[config.mk]
export PLATFORM = sky130hd
export DESIGN_NAME = jlrlo_state
export DESIGN_NICKNAME = d
export VERILOG_FILES = /design/src/rtl/joint_lag_rate_limit_observer_assert.svh /design/src/rtl/jlrlo_pkg.sv /design/src/rtl/jlrlo_state.sv
export SDC_FILE = /design/constraint.sdc
export NUM_CORES = 1
export LEC_CHECK = 0
export ABC_CLOCK_PERIOD_IN_PS = 4000
export BUFFER_PORTS_ARGS = -buffer_cell sky130_fd_sc_hd__buf_2
export CORE_MARGIN = 1.5
export CORE_UTILIZATION = 42
export CTS_CLUSTER_SIZE = 8
export DETAILED_ROUTE_END_ITERATION = 12
export PLACE_DENSITY = 0.67
export SYNTH_ARGS = -nofsm -noshare
export SYNTH_HDL_FRONTEND = slang
export SYNTH_SLANG_ARGS = --single-unit
[constraint.sdc]
create_clock -name clk -period 4 [get_ports clk]
set_input_delay 0.8 -clock clk [delete_from_list [all_inputs] [get_ports clk]]
set_output_delay 0.8 -clock clk [all_outputs]
set_load 0.03 [all_outputs]
[src/rtl/joint_lag_rate_limit_observer_assert.svh]
// Assertion macros for the joint lag observer.
// Included by the top level; expects clk and rst in scope where used.
`ifndef JOINT_LAG_RATE_LIMIT_OBSERVER_ASSERT_SVH
`define JOINT_LAG_RATE_LIMIT_OBSERVER_ASSERT_SVH
`ifndef SYNTHESIS
// Same-cycle implication.
`define JLRLO_ASSERT_NOW(lbl, ante, cons, msg) \
  lbl: assert property (@(posedge clk) disable iff (rst) (ante) |-> (cons)) \
    else $error(msg);
// Next-cycle implication.
`define JLRLO_ASSERT_NEXT(lbl, ante, cons, msg) \
  lbl: assert property (@(posedge clk) disable iff (rst) (ante) |=> (cons)) \
    else $error(msg);
`else
`define JLRLO_ASSERT_NOW(lbl, ante, cons, msg)
`define JLRLO_ASSERT_NEXT(lbl, ante, cons, msg)
`endif
`endif

[src/rtl/jlrlo_pkg.sv]
// Shared types and constants for the joint lag observer.
// No dependencies; imported by every module of the block.
package jlrlo_pkg;

  localparam int LEG_W        = 3;
  localparam int JOINT_W      = 2;
  localparam int GAIN_W       = 16;
  localparam int LIMIT_W      = 15;
  localparam int CFG_IDX_W    = 2;
  localparam int CFG_DATA_W   = 16;
  localparam int GAIN_FRAC    = 15;

  localparam int LEG_COUNT_DEF      = 6;
  localparam int JOINTS_PER_LEG_DEF = 3;
  localparam int POS_WIDTH_DEF      = 16;

  // Q1.15 unity gain, one bit wider than the register.
  localparam logic [GAIN_W:0] GAIN_ONE = (GAIN_W + 1)'(32768);

  typedef enum logic [CFG_IDX_W-1:0] {
    REG_LAG_GAIN   = 2'd0,
    REG_RISE_LIMIT = 2'd1,
    REG_FALL_LIMIT = 2'd2,
    REG_DEADBAND   = 2'd3
  } cfg_idx_t;

  typedef struct packed {
    logic [GAIN_W-1:0]  lag_gain;
    logic [LIMIT_W-1:0] rise_step_limit;
    logic [LIMIT_W-1:0] fall_step_limit;
    logic [LIMIT_W-1:0] deadband;
  } cfg_t;

endpackage

[src/rtl/jlrlo_state.sv]
// Per-joint estimate store and seeded flags for the joint lag observer.
// Depends on jlrlo_pkg only by convention; flags clear on reset.
module jlrlo_state #(
  parameter int JOINT_TOTAL = 18,
  parameter int POS_WIDTH   = 16,
  parameter int IDX_W       = 5
) (
  input  logic                        clk,
  input  logic                        rst,
  input  logic [IDX_W-1:0]            rd_idx,
  output logic signed [POS_WIDTH-1:0] rd_pos,
  output logic                        rd_seeded,
  input  logic                        wr_en,
  input  logic [IDX_W-1:0]            wr_idx,
  input  logic signed [POS_WIDTH-1:0] wr_pos
);
  import jlrlo_pkg::*;

  logic signed [POS_WIDTH-1:0] pos_q [JOINT_TOTAL];
  logic [JOINT_TOTAL-1:0]      seeded;

  // Read data is only used for in-range indexes, once seeded.
  assign rd_pos    = pos_q[rd_idx];
  assign rd_seeded = seeded[rd_idx];

  always_ff @(posedge clk) begin
    if (wr_en) begin
      pos_q[wr_idx] <= wr_pos;
    end
  end

  always_ff @(posedge clk) begin
    if (rst) begin
      seeded <= '0;
    end else if (wr_en) begin
      seeded[wr_idx] <= 1'b1;
    end
  end

endmodule

==> flow_metrics.py <==
metrics = {
    "clocking": {
        "clk-insertion-delay-late_ps": 510,
        "htree_levels": 2,
        "cts_setup_buffers": 0,
        "cts_inserted_buffers": 44,
        "post_cts_resized": 0,
        "clk_pin_slew_ps": 50,
        "clock_path_buffers": 3,
        "cts.hold.buffers_added": 0,
        "cts_root_buf": "clkbuf_16",
        "cts.sink_count": 306,
        "cts_tree": "built",
    },
    "setup_path": {
        "rr_endpoint": "seeded[17]",
        "critPathMaxStageDelay_ps": 440,
        "crit_required_ps": 3200,
        "crit_fanout": 22,
        "critPathCaptureType": "primary output",
        "path_cells": "buf_2 > buf_4 > mux4_2 > a22oi_1 > nand3_1 > buf_2",
        "r2r_slack_ps": 3380,
        "critPathBufInv": 3,
        "critPathArrivalTime_ps": 2710,
        "slowest_stage": "buf_2",
        "worstReg2RegStart": "seeded[17]",
        "reg2reg_depth": 2,
        "startpoint_type": "input pin",
        "cpLargestDelayFamily": "buffers and inverters",
        "cpMostUsedCell": "buf_2",
        "crit_cells": 6,
        "criticalPathCategory": "input pin to primary output",
    },
    "route": {
        "wl_um": 24700,
        "wl_per_cell_um": 22.2,
        "dr.pass1.iters": 5,
        "ant_nets": 0,
        "viasPerCell": 5.44,
        "dr_total_vias": 6065,
        "drtIter0Drc": 482,
        "drc_errors": 0,
    },
    "finish": {
        "drive_above_1_share_pct": 23.6,
        "antennaDiodeCount": 0,
        "design_area_um2": 13800,
        "syn2layout_area_growth_pct": 16.4,
        "fin_nets": 748,
        "final-instance-count-excl-fill": 1114,
    },
    "floorplan": {
        "io_pins": 46,
        "initial_utilization_pct": 42.6,
        "std_cell_rows": 61,
        "die_w_um": 171,
        "die_y_um": 171,
        "coreArea_um2": 27800,
        "die_area_um2": 29200,
    },
    "yosys": {
        "yosys_register_bits": 306,
        "synth_cell_types": 28,
        "syn_nets": 663,
        "synth_area_leaders": "edfxtp_1 73%, mux2i_1 5.8%, mux4_2 4.9%",
        "synth_top_area_share_pct": 73.0,
        "syn_inst": 634,
        "yosysWarnings": 0,
        "post-synth-top-area-cell": "edfxtp_1",
        "syn_avg_cell_area_um2": 18.7,
        "synth.yosys.seq_area_share_pct": 76.0,
        "synth_area_um2": 11800,
    },
    "timing": {
        "fin_ws_ps": 491,
        "hold_viol": 0,
        "final.setup.tns_ps": 0,
        "fmax_mhz": 285,
        "fin_crit_ps": 3510,
        "drv_slew": 0,
        "setup_violations": 0,
        "worst_slew_pin_slew_ps": 1090,
        "grt_setup_unrepaired": "false",
        "clock_skew_ps": 0,
        "max_slew_margin_pct": 27.0,
        "finalCritPeriodShare_pct": 87.7,
    },
    "placed_design": {
        "numPlacedInstances": 1051,
        "place_worst_setup_slack_ps": 508,
        "routabilityCongestion": 0.786,
        "io_buffers": 45,
        "hpwl_um": 14800,
        "placed_area_um2": 12600,
    },
    "global_routing": {
        "gr-usage-all-layers_pct": 17.4,
        "grt_max_degree": 58,
        "grt_pass1_vias": 6273,
        "grt_pass1_wl_um": 37400,
        "grt_overflow": 0,
        "antenna_found_initial": 0,
    },
    "worst_hold_path": {
        "hold_path.class": "flip-flop to flip-flop",
        "hold_path.startpoint": "seeded[11]",
        "min_to": "seeded[11]",
        "min_delay_path_depth": 2,
    },
    "pwr": {
        "power_density_nw_per_um2": 518,
        "total_power_mw": 7.14,
        "p_leak_nw": 4.69,
        "ir_drop_mv": 0.262,
    },
    "run_status": {
        "status": "finished clean",
    },
    "run": {
        "cap_viol_max_count": 0,
    },
}
-- cells by family after synthesis --
group | Yosys count | synth area share (%)
AND/OR/NAND/NOR | 124 | 4.95
buffers and inverters | 33 | 1.64
AO/OA/AOI/OAI | 52 | 3.32
multiplexers | 119 | 14.1
flip-flops | 306 | 76.0
-- layout make-up --
class | instances | area [µm²]
Multi-Input combinational cell | 295 | 2660
Timing Repair Buffer | 72 | 455
Tap cell | 378 | 473
Clock buffer | 62 | 1190
Fill cell | 2239 | 14000
Clock inverter | 1 | 8.76
Sequential cell | 306 | 9010
-- placed cells by master, fill, tap and decap left out, types with 6 or more instances in the layout --
master / count
edfxtp_1: 288
mux2i_1: 69
a22oi_1: 50
nor2_1: 49
clkbuf_16: 45
buf_2: 44
nand3_1: 34
mux4_2: 26
buf_4: 26
dfxtp_1: 18
clkbuf_1: 17
mux2_2: 16
nand2_1: 16
mux4_1: 8
nor2_2: 6
-- sequential cells by signal, summed over array words and instances, names as in the netlist --
register	cells
pos_q	288
seeded	18
-- synth_stat cells --
master	number
a22oi_1	50
and2_1	1
and2b_1	1
buf_1	2
buf_2	11
buf_4	7
buf_6	4
clkbuf_1	9
dfxtp_1	18
edfxtp_1	288
mux2_2	16
mux2i_1	69
mux4_1	8
mux4_2	26
nand2_1	16
nand2b_1	2
nand3_1	34
nand3b_1	3
nand4b_1	1
nor2_1	55
nor2b_1	3
nor3_2	1
nor3b_2	1
o211ai_1	1
o21ba_2	1
or3_1	1
or3b_2	4
or4b_2	1
-- stage by stage --
| stage | hold slack (ps) | util [%] |
|---|---|---|
| after detailed placement | 454 | 45.3 |
| after floorplan | 432 | - |
| after global placement | 444 | 45.3 |
| after CTS | 465 | 49.7 |
| after global routing | 493 | 49.7 |
| final | 461 | 49.7 |
-- routing by layer --
metal	global-route usage, %	routed length (µm)
met2	29.3	12400
met1	22.2	10100
met4	7.09	840
met5	0	0
met3	3.28	1340
-- tightest hold or removal path, stage by stage (launching register included) --
cell	delay, ps
dfxtp_1	310
nor2_1	50
nor2_1	70
-- worst max-delay path by stage --
stage | from | to | slack (ps)
finish | rd_idx[2] | rd_pos[13] | 490
global route | rd_idx[2] | rd_pos[13] | 430
CTS | rd_idx[2] | rd_pos[13] | 510
detailed placement | rd_idx[2] | rd_pos[13] | 510
global placement | rd_idx[2] | rd_pos[13] | 510
floorplan | rd_idx[1] | rd_seeded | 1050
-- where the power goes --
| part | switching, mW | leakage [nW] | total (mW) | internal, mW |
|---|---|---|---|---|
| registers | 0.00904 | 2.74 | 3.56 | 3.55 |
| clock network | 1.21 | 0.579 | 3.23 | 2.02 |
| logic | 0.231 | 1.37 | 0.354 | 0.123 |
| total | 1.45 | 4.69 | 7.14 | 5.69 |
No activity file was read; power rests on OpenSTA's default activity.
