## config.mk

```make
export PLATFORM = sky130hd
export DESIGN_NAME = jlrlo_cfg
export DESIGN_NICKNAME = d
export VERILOG_FILES = /design/src/rtl/joint_lag_rate_limit_observer_assert.svh /design/src/rtl/jlrlo_pkg.sv /design/src/rtl/jlrlo_cfg.sv
export SDC_FILE = /design/constraint.sdc
export NUM_CORES = 1
export LEC_CHECK = 0
export BUFFER_PORTS_ARGS = -buffer_cell sky130_fd_sc_hd__buf_4
export CORE_MARGIN = 4
export CORE_UTILIZATION = 53
export DETAILED_ROUTE_END_ITERATION = 7
export PLACE_DENSITY = 0.83
export SLEW_MARGIN = 25
export SYNTH_ARGS = -nofsm -noshare
export SYNTH_HDL_FRONTEND = slang
export SYNTH_SLANG_ARGS = --single-unit
```

## constraint.sdc

```tcl
create_clock -name clk -period 2.32 [get_ports clk]
set_input_delay 0.232 -clock clk [delete_from_list [all_inputs] [get_ports clk]]
set_output_delay 0.232 -clock clk [all_outputs]
set_load 0.02 [all_outputs]
```

## src/rtl/joint_lag_rate_limit_observer_assert.svh

```systemverilog
// Assertion macros for the joint lag observer.
// Included by the top level; expects clk and rst in scope where used.
`ifndef JOINT_LAG_RATE_LIMIT_OBSERVER_ASSERT_SVH
`define JOINT_LAG_RATE_LIMIT_OBSERVER_ASSERT_SVH
`ifndef SYNTHESIS
// Same-cycle implication.
`define JLRLO_ASSERT_NOW(lbl, ante, cons, msg) \
  lbl: assert property (@(posedge clk) disable iff (rst) (ante) |-> (cons)) \
    else $error(msg);
// Next-cycle implication.
`define JLRLO_ASSERT_NEXT(lbl, ante, cons, msg) \
  lbl: assert property (@(posedge clk) disable iff (rst) (ante) |=> (cons)) \
    else $error(msg);
`else
`define JLRLO_ASSERT_NOW(lbl, ante, cons, msg)
`define JLRLO_ASSERT_NEXT(lbl, ante, cons, msg)
`endif
`endif

```

## src/rtl/jlrlo_pkg.sv

```systemverilog
// Shared types and constants for the joint lag observer.
// No dependencies; imported by every module of the block.
package jlrlo_pkg;

  localparam int LEG_W        = 3;
  localparam int JOINT_W      = 2;
  localparam int GAIN_W       = 16;
  localparam int LIMIT_W      = 15;
  localparam int CFG_IDX_W    = 2;
  localparam int CFG_DATA_W   = 16;
  localparam int GAIN_FRAC    = 15;

  localparam int LEG_COUNT_DEF      = 6;
  localparam int JOINTS_PER_LEG_DEF = 3;
  localparam int POS_WIDTH_DEF      = 16;

  // Q1.15 unity gain, one bit wider than the register.
  localparam logic [GAIN_W:0] GAIN_ONE = (GAIN_W + 1)'(32768);

  typedef enum logic [CFG_IDX_W-1:0] {
    REG_LAG_GAIN   = 2'd0,
    REG_RISE_LIMIT = 2'd1,
    REG_FALL_LIMIT = 2'd2,
    REG_DEADBAND   = 2'd3
  } cfg_idx_t;

  typedef struct packed {
    logic [GAIN_W-1:0]  lag_gain;
    logic [LIMIT_W-1:0] rise_step_limit;
    logic [LIMIT_W-1:0] fall_step_limit;
    logic [LIMIT_W-1:0] deadband;
  } cfg_t;

endpackage

```

## src/rtl/jlrlo_cfg.sv

```systemverilog
// Configuration register file for the joint lag observer.
// Depends on jlrlo_pkg for the register index codes and cfg_t.
module jlrlo_cfg (
  input  logic                            clk,
  input  logic                            rst,
  input  logic                            wr_en,
  input  logic [jlrlo_pkg::CFG_IDX_W-1:0] wr_index,
  input  logic [jlrlo_pkg::CFG_DATA_W-1:0] wr_data,
  output jlrlo_pkg::cfg_t                 cfg
);
  import jlrlo_pkg::*;

  always_ff @(posedge clk) begin
    if (rst) begin
      cfg.lag_gain        <= GAIN_ONE[GAIN_W-1:0];
      cfg.rise_step_limit <= '0;
      cfg.fall_step_limit <= '0;
      cfg.deadband        <= '0;
    end else if (wr_en) begin
      unique case (cfg_idx_t'(wr_index))
        REG_LAG_GAIN:   cfg.lag_gain        <= wr_data[GAIN_W-1:0];
        REG_RISE_LIMIT: cfg.rise_step_limit <= wr_data[LIMIT_W-1:0];
        REG_FALL_LIMIT: cfg.fall_step_limit <= wr_data[LIMIT_W-1:0];
        REG_DEADBAND:   cfg.deadband        <= wr_data[LIMIT_W-1:0];
        default: ;
      endcase
    end
  end

endmodule

```

==> qor.yml, run 1 <==
status: "complete, no violations"
whs_ps: 162
cp_top_family: "flip-flops"
startpoint: "cfg[52]"
drt_wl_total_microns: 5330
crit_path_top_delay_cell: "dfxtp_1"
fp-row-count: 24
io_pins: 82
grt_max_degree: 78
cts_resized: 0
overflow: 0
insertedDiodeCount: 0
core_area_sq_um: 4410
required_ps: 2090
timing.rr.start: "cfg[58]"
cts_setup_buffers: 0
top_usage_layer: "met2"
syn2layout_area_growth_pct: 35.1
min_path_type: "input pin to register"
root_buffer: "clkbuf_8"
dp.cells: 340
tightest_slew_ps: 558
clk_latency_ps: 320
routedWlPerCell_microns: 15.0
clock_path_buffers: 2
instances_no_fill: 356
synthesis.nets: 241
fin_nets: 320
ant_nets: 0
rsz0062_at_grt: "no"
start_util_pct: 55.2
critical_path.cell_chain: "buf_4"
tns_ps: 0
firstDrtPassIters: 4
cts_tree: "yes"
netlist_area_sq_um: 2440
vias: 1768
cap_violations: 0
port_buffers: 81
cts_buffers: 9
die_h_microns: 75.8
reg2reg_depth: 2
cts_hold_buf: 0
crit_buf_inv: 1
cp-start-kind: "register"
end_kind: "output pin"
endpoint: "cfg[52]"
syn_inst: 220
clk_pin_slew_ps: 70
yosys_warnings: 0
slew_headroom_pct: 62.7
synth_seq_area_share_pct: 50.1
worst_r2r_endpoint: "cfg[58]"
grt_pass1_wl_microns: 8540
powerDensity_nw_per_um2: 752
htreeDepth: 3
worstPathMaxFanout: 2
clock-sinks: 61
synth_area_per_cell_sq_um: 11.1
drtIter0Drc: 50
critical_path_arrival_ps: 850
cpPeakStageDelay_ps: 360
synth_cell_types: 14
regMostFlops: "cfg"
track_usage_pct: 20.2
grt_antenna_before_repair: 0
ir_worst_vdd_uv: 523
met1_usage_pct: 23.5
drive_above_1_share_pct: 33.2
die_area_sq_um: 5740
largest_register_ffs: 61
ys_ff_latch: 61
drv_slew: 0
power_leakage_nw: 1.64
drc_errors: 0
skew_ps: 0
regToRegSetupSlack_ps: 1670
crit_type: "register to output pin"
hold_viol_final: 0
die_w_microns: 75.8
crit_cells: 1
finalSetupViolations: 0
timing.final.crit_share_pct: 46.7
grt_pass1_vias: 1841
finalWeightedCongestion: 0.726
period_needed_ps: 1080
drt-vias-per-instance: 4.97
reg.largest.list: "cfg: 61 flops"
place_hpwl_microns: 3620
grt.met2_usage_pct: 32.5
fmax_mhz: 923
use_met3_pct: 6.73
## placed cells by master (no fill, tap or decap), types with 2 or more instances in the layout
master and n:
buf_4 83, nand2b_1 75, mux2i_1 61, dfxtp_1 61, clkbuf_8 13, nand3b_1 2, nor2_1 2, bufinv_16 2
## cell type report
cell class	instances	area [sq um]
timing repair buffer	83	623
clock inverter	3	65.1
tap	52	65.1
multi-input combinational	144	1140
clock buffer	13	179
fill	341	1120
sequential	61	1220
## worst min-delay path by stage
stage | from | to | slack [ps] | cells after the start
after CTS | wr_data[15] | cfg[60] | 150 | 3
after detailed placement | cfg[43] | cfg[43] | 460 | 2
after global placement | cfg[43] | cfg[43] | 460 | 2
after global routing | wr_data[15] | cfg[60] | 180 | 3
final | wr_data[15] | cfg[60] | 160 | 3
after floorplan | wr_data[15] | cfg[60] | 400 | 2
## kinds of logic (layout without fill, tap and decap cells)
kind of cell | after synthesis | after routing | share of synthesized area (%)
AND/OR/NAND/NOR | 83 | 83 | 21.7
multiplexers | 61 | 61 | 25.1
flip-flops | 61 | 61 | 50.1
buffers and inverters | 15 | 99 | 3.13
## stage by stage
step	utilization, %	area, sq um	worst slack, ps	power, mW
final	74.6	3290	1240	2.48
after global routing	74.6	3290	1200	2.56
after CTS	74.6	3290	1230	2.50
after detailed placement	69.0	3050	1010	1.39
after global placement	69.0	3050	1030	1.38
after floorplan	-	2440	1340	1.28
## power breakdown
part	leakage (nW)	internal [mW]	total [mW]	switching, mW
combinational	1.02	0.124	0.256	0.132
clock	0.126	0.721	1.11	0.393
sequential	0.496	1.08	1.11	0.0208
## routing by layer
metal / vias up / wire (microns)
met4: 0 / 134
met3: 10 / 356
met5: - / 0
met1: 831 / 2140
met2: 48 / 2700
li1: 879 / -
## worst reg2reg max path, stage by stage, from the launching register on
cell and delay, ps:
dfxtp_1 340, nand2b_1 70, mux2i_1 170
## synthesized netlist by cell type (all sizes together)
cell type	count	area (sq um)
buf	6	41.3
dfxtp	61	1220
nand3b	2	15.0
mux2i	61	611
nor3b	1	7.51
nor2	2	7.51
clkbuf	9	35.0
nand3	1	10.0
and3b	1	10.0
nand2b	75	469
or3b	1	8.76
No activity file was read; power rests on OpenSTA's default activity.
==> run 2, diff against run 1 <==
- CORE_UTILIZATION: 53 -> 45
- PLACE_DENSITY: 0.83 -> 0.75
- clock period: 2.32 -> 0.9 ns (I/O delays scaled with it)
==> qor.yml, run 2 (synthesized netlist as in run 1, its figures left out) <==
fin_nets: 349
required_ps: 810
root_buffer: "clkbuf_8"
period_needed_ps: 884
insertedDiodeCount: 0
cts_tree: "yes"
grt_pass1_vias: 1850
final_cell_mix: "nand2b_1 (75), mux2i_1 (61), dfxtp_2 (61), buf_6 (61), buf_4 (46)"
drc_errors: 0
dp_slack_ps: -114
vias: 1889
end_kind: "output pin"
cts_buffers: 9
fill_cells: 355
die_h_microns: 81.6
clock_path_buffers: 2
drtIter0Drc: 83
crit_path_top_delay_cell: "dfxtp_2"
cpPeakStageDelay_ps: 350
port_buffers: 81
status: "complete, no violations"
fin_ws_ps: 16.0
largest_register_ffs: 61
drt-vias-per-instance: 4.69
whs_ps: 22.4
power_leakage_nw: 1.85
grt_max_degree: 37
instances_no_fill: 403
hold_viol_final: 0
ir_worst_vdd_uv: 926
timing.final.crit_share_pct: 98.2
fp-row-count: 26
die_w_microns: 81.6
clk_pin_slew_ps: 80
tightest_slew_ps: 193
worstPathMaxFanout: 2
dp.cells: 371
cp_top_family: "flip-flops"
rsz0062_at_grt: "yes"
cts_hold_buf: 0
critical_path.cell_chain: "buf_6"
crit_type: "register to output pin"
cp-start-kind: "register"
clock-sinks: 61
grt_pass1_wl_microns: 9260
slew_headroom_pct: 87.1
critical_path_arrival_ps: 790
io_pins: 82
skew_ps: 0
firstDrtPassIters: 4
track_usage_pct: 18.6
fmax_mhz: 1130
finalSetupViolations: 0
cap_violations: 0
clk_latency_ps: 330
drv_slew: 0
p_total_mw: 5.83
powerDensity_nw_per_um2: 1520
htreeDepth: 3
crit_buf_inv: 1
drive_above_1_share_pct: 57.7
syn2layout_area_growth_pct: 57.5
routedWlPerCell_microns: 14.3
tns_ps: 0
core_area_sq_um: 5170
regMostFlops: "cfg"
min_path_type: "input pin to register"
overflow: 0
reg.largest.list: "cfg: 61 flops"
drt_wl_total_microns: 5770
layout_commonest_cell: "nand2b_1"
finalWeightedCongestion: 0.712
place_hpwl_microns: 3940
ant_nets: 0
start_util_pct: 47.1
die_area_sq_um: 6650
grt_antenna_before_repair: 0
==> run 2: worst reg2reg max path, stage by stage (launching register included) <==
cell	delay, ps
dfxtp_2	330
buf_4	130
nand2b_1	80
mux2i_1	80
==> run 2: layout make-up <==
type                    count  area, sq um  share of cell area (%)
clock buffers              10          138                    3.59
multi-input cells         144         1140                    29.8
flip-flops and latches     61         1300                    33.8
repair buffers            112         1130                    29.5
well taps                  70         87.6                    2.28
clock inverters             6         38.8                    1.01
==> run 2: through the flow <==
step | instance area [sq um] | util [%]
6_report | 3840 | 74.2
5_1_grt | 3840 | 74.2
4_1_cts | 3690 | 71.4
3_5_place_dp | 3240 | 62.6
3_3_place_gp | 3240 | 62.6
2_1_floorplan | 2440 | -
==> run 2: what timing repair did <==
item / CTS / global route
cloned: 0 / 0
resized for setup: 107 / 15
setup endpoints to repair: 57 / 59
setup buffers: 1 / 15
==> run 2: power by group <==
part | leakage, nW | switching [mW] | internal, mW
Sequential | 0.523 | 0.0695 | 2.81
Combinational | 1.24 | 0.363 | 0.459
Clock | 0.0880 | 1.06 | 1.06
==> run 2: per-layer routing <==
layer	vias to the layer above	GRT usage, %	wire length, microns
met3	10	4.50	240
li1	944	-	-
met2	42	29.7	2920
met5	-	0	0
met1	893	23.5	2500
met4	0	8.97	111
==> run 2: worst paths after layout <==
path | start | cells after the start | slack, ps | endpoint
max | cfg[55] | 1 | 20 | cfg[55]
min | wr_data[15] | 3 | 20 | cfg[60]
min reg2reg | cfg[39] | 2 | 470 | cfg[39]
max reg2reg | cfg[10] | 3 | 180 | cfg[10]
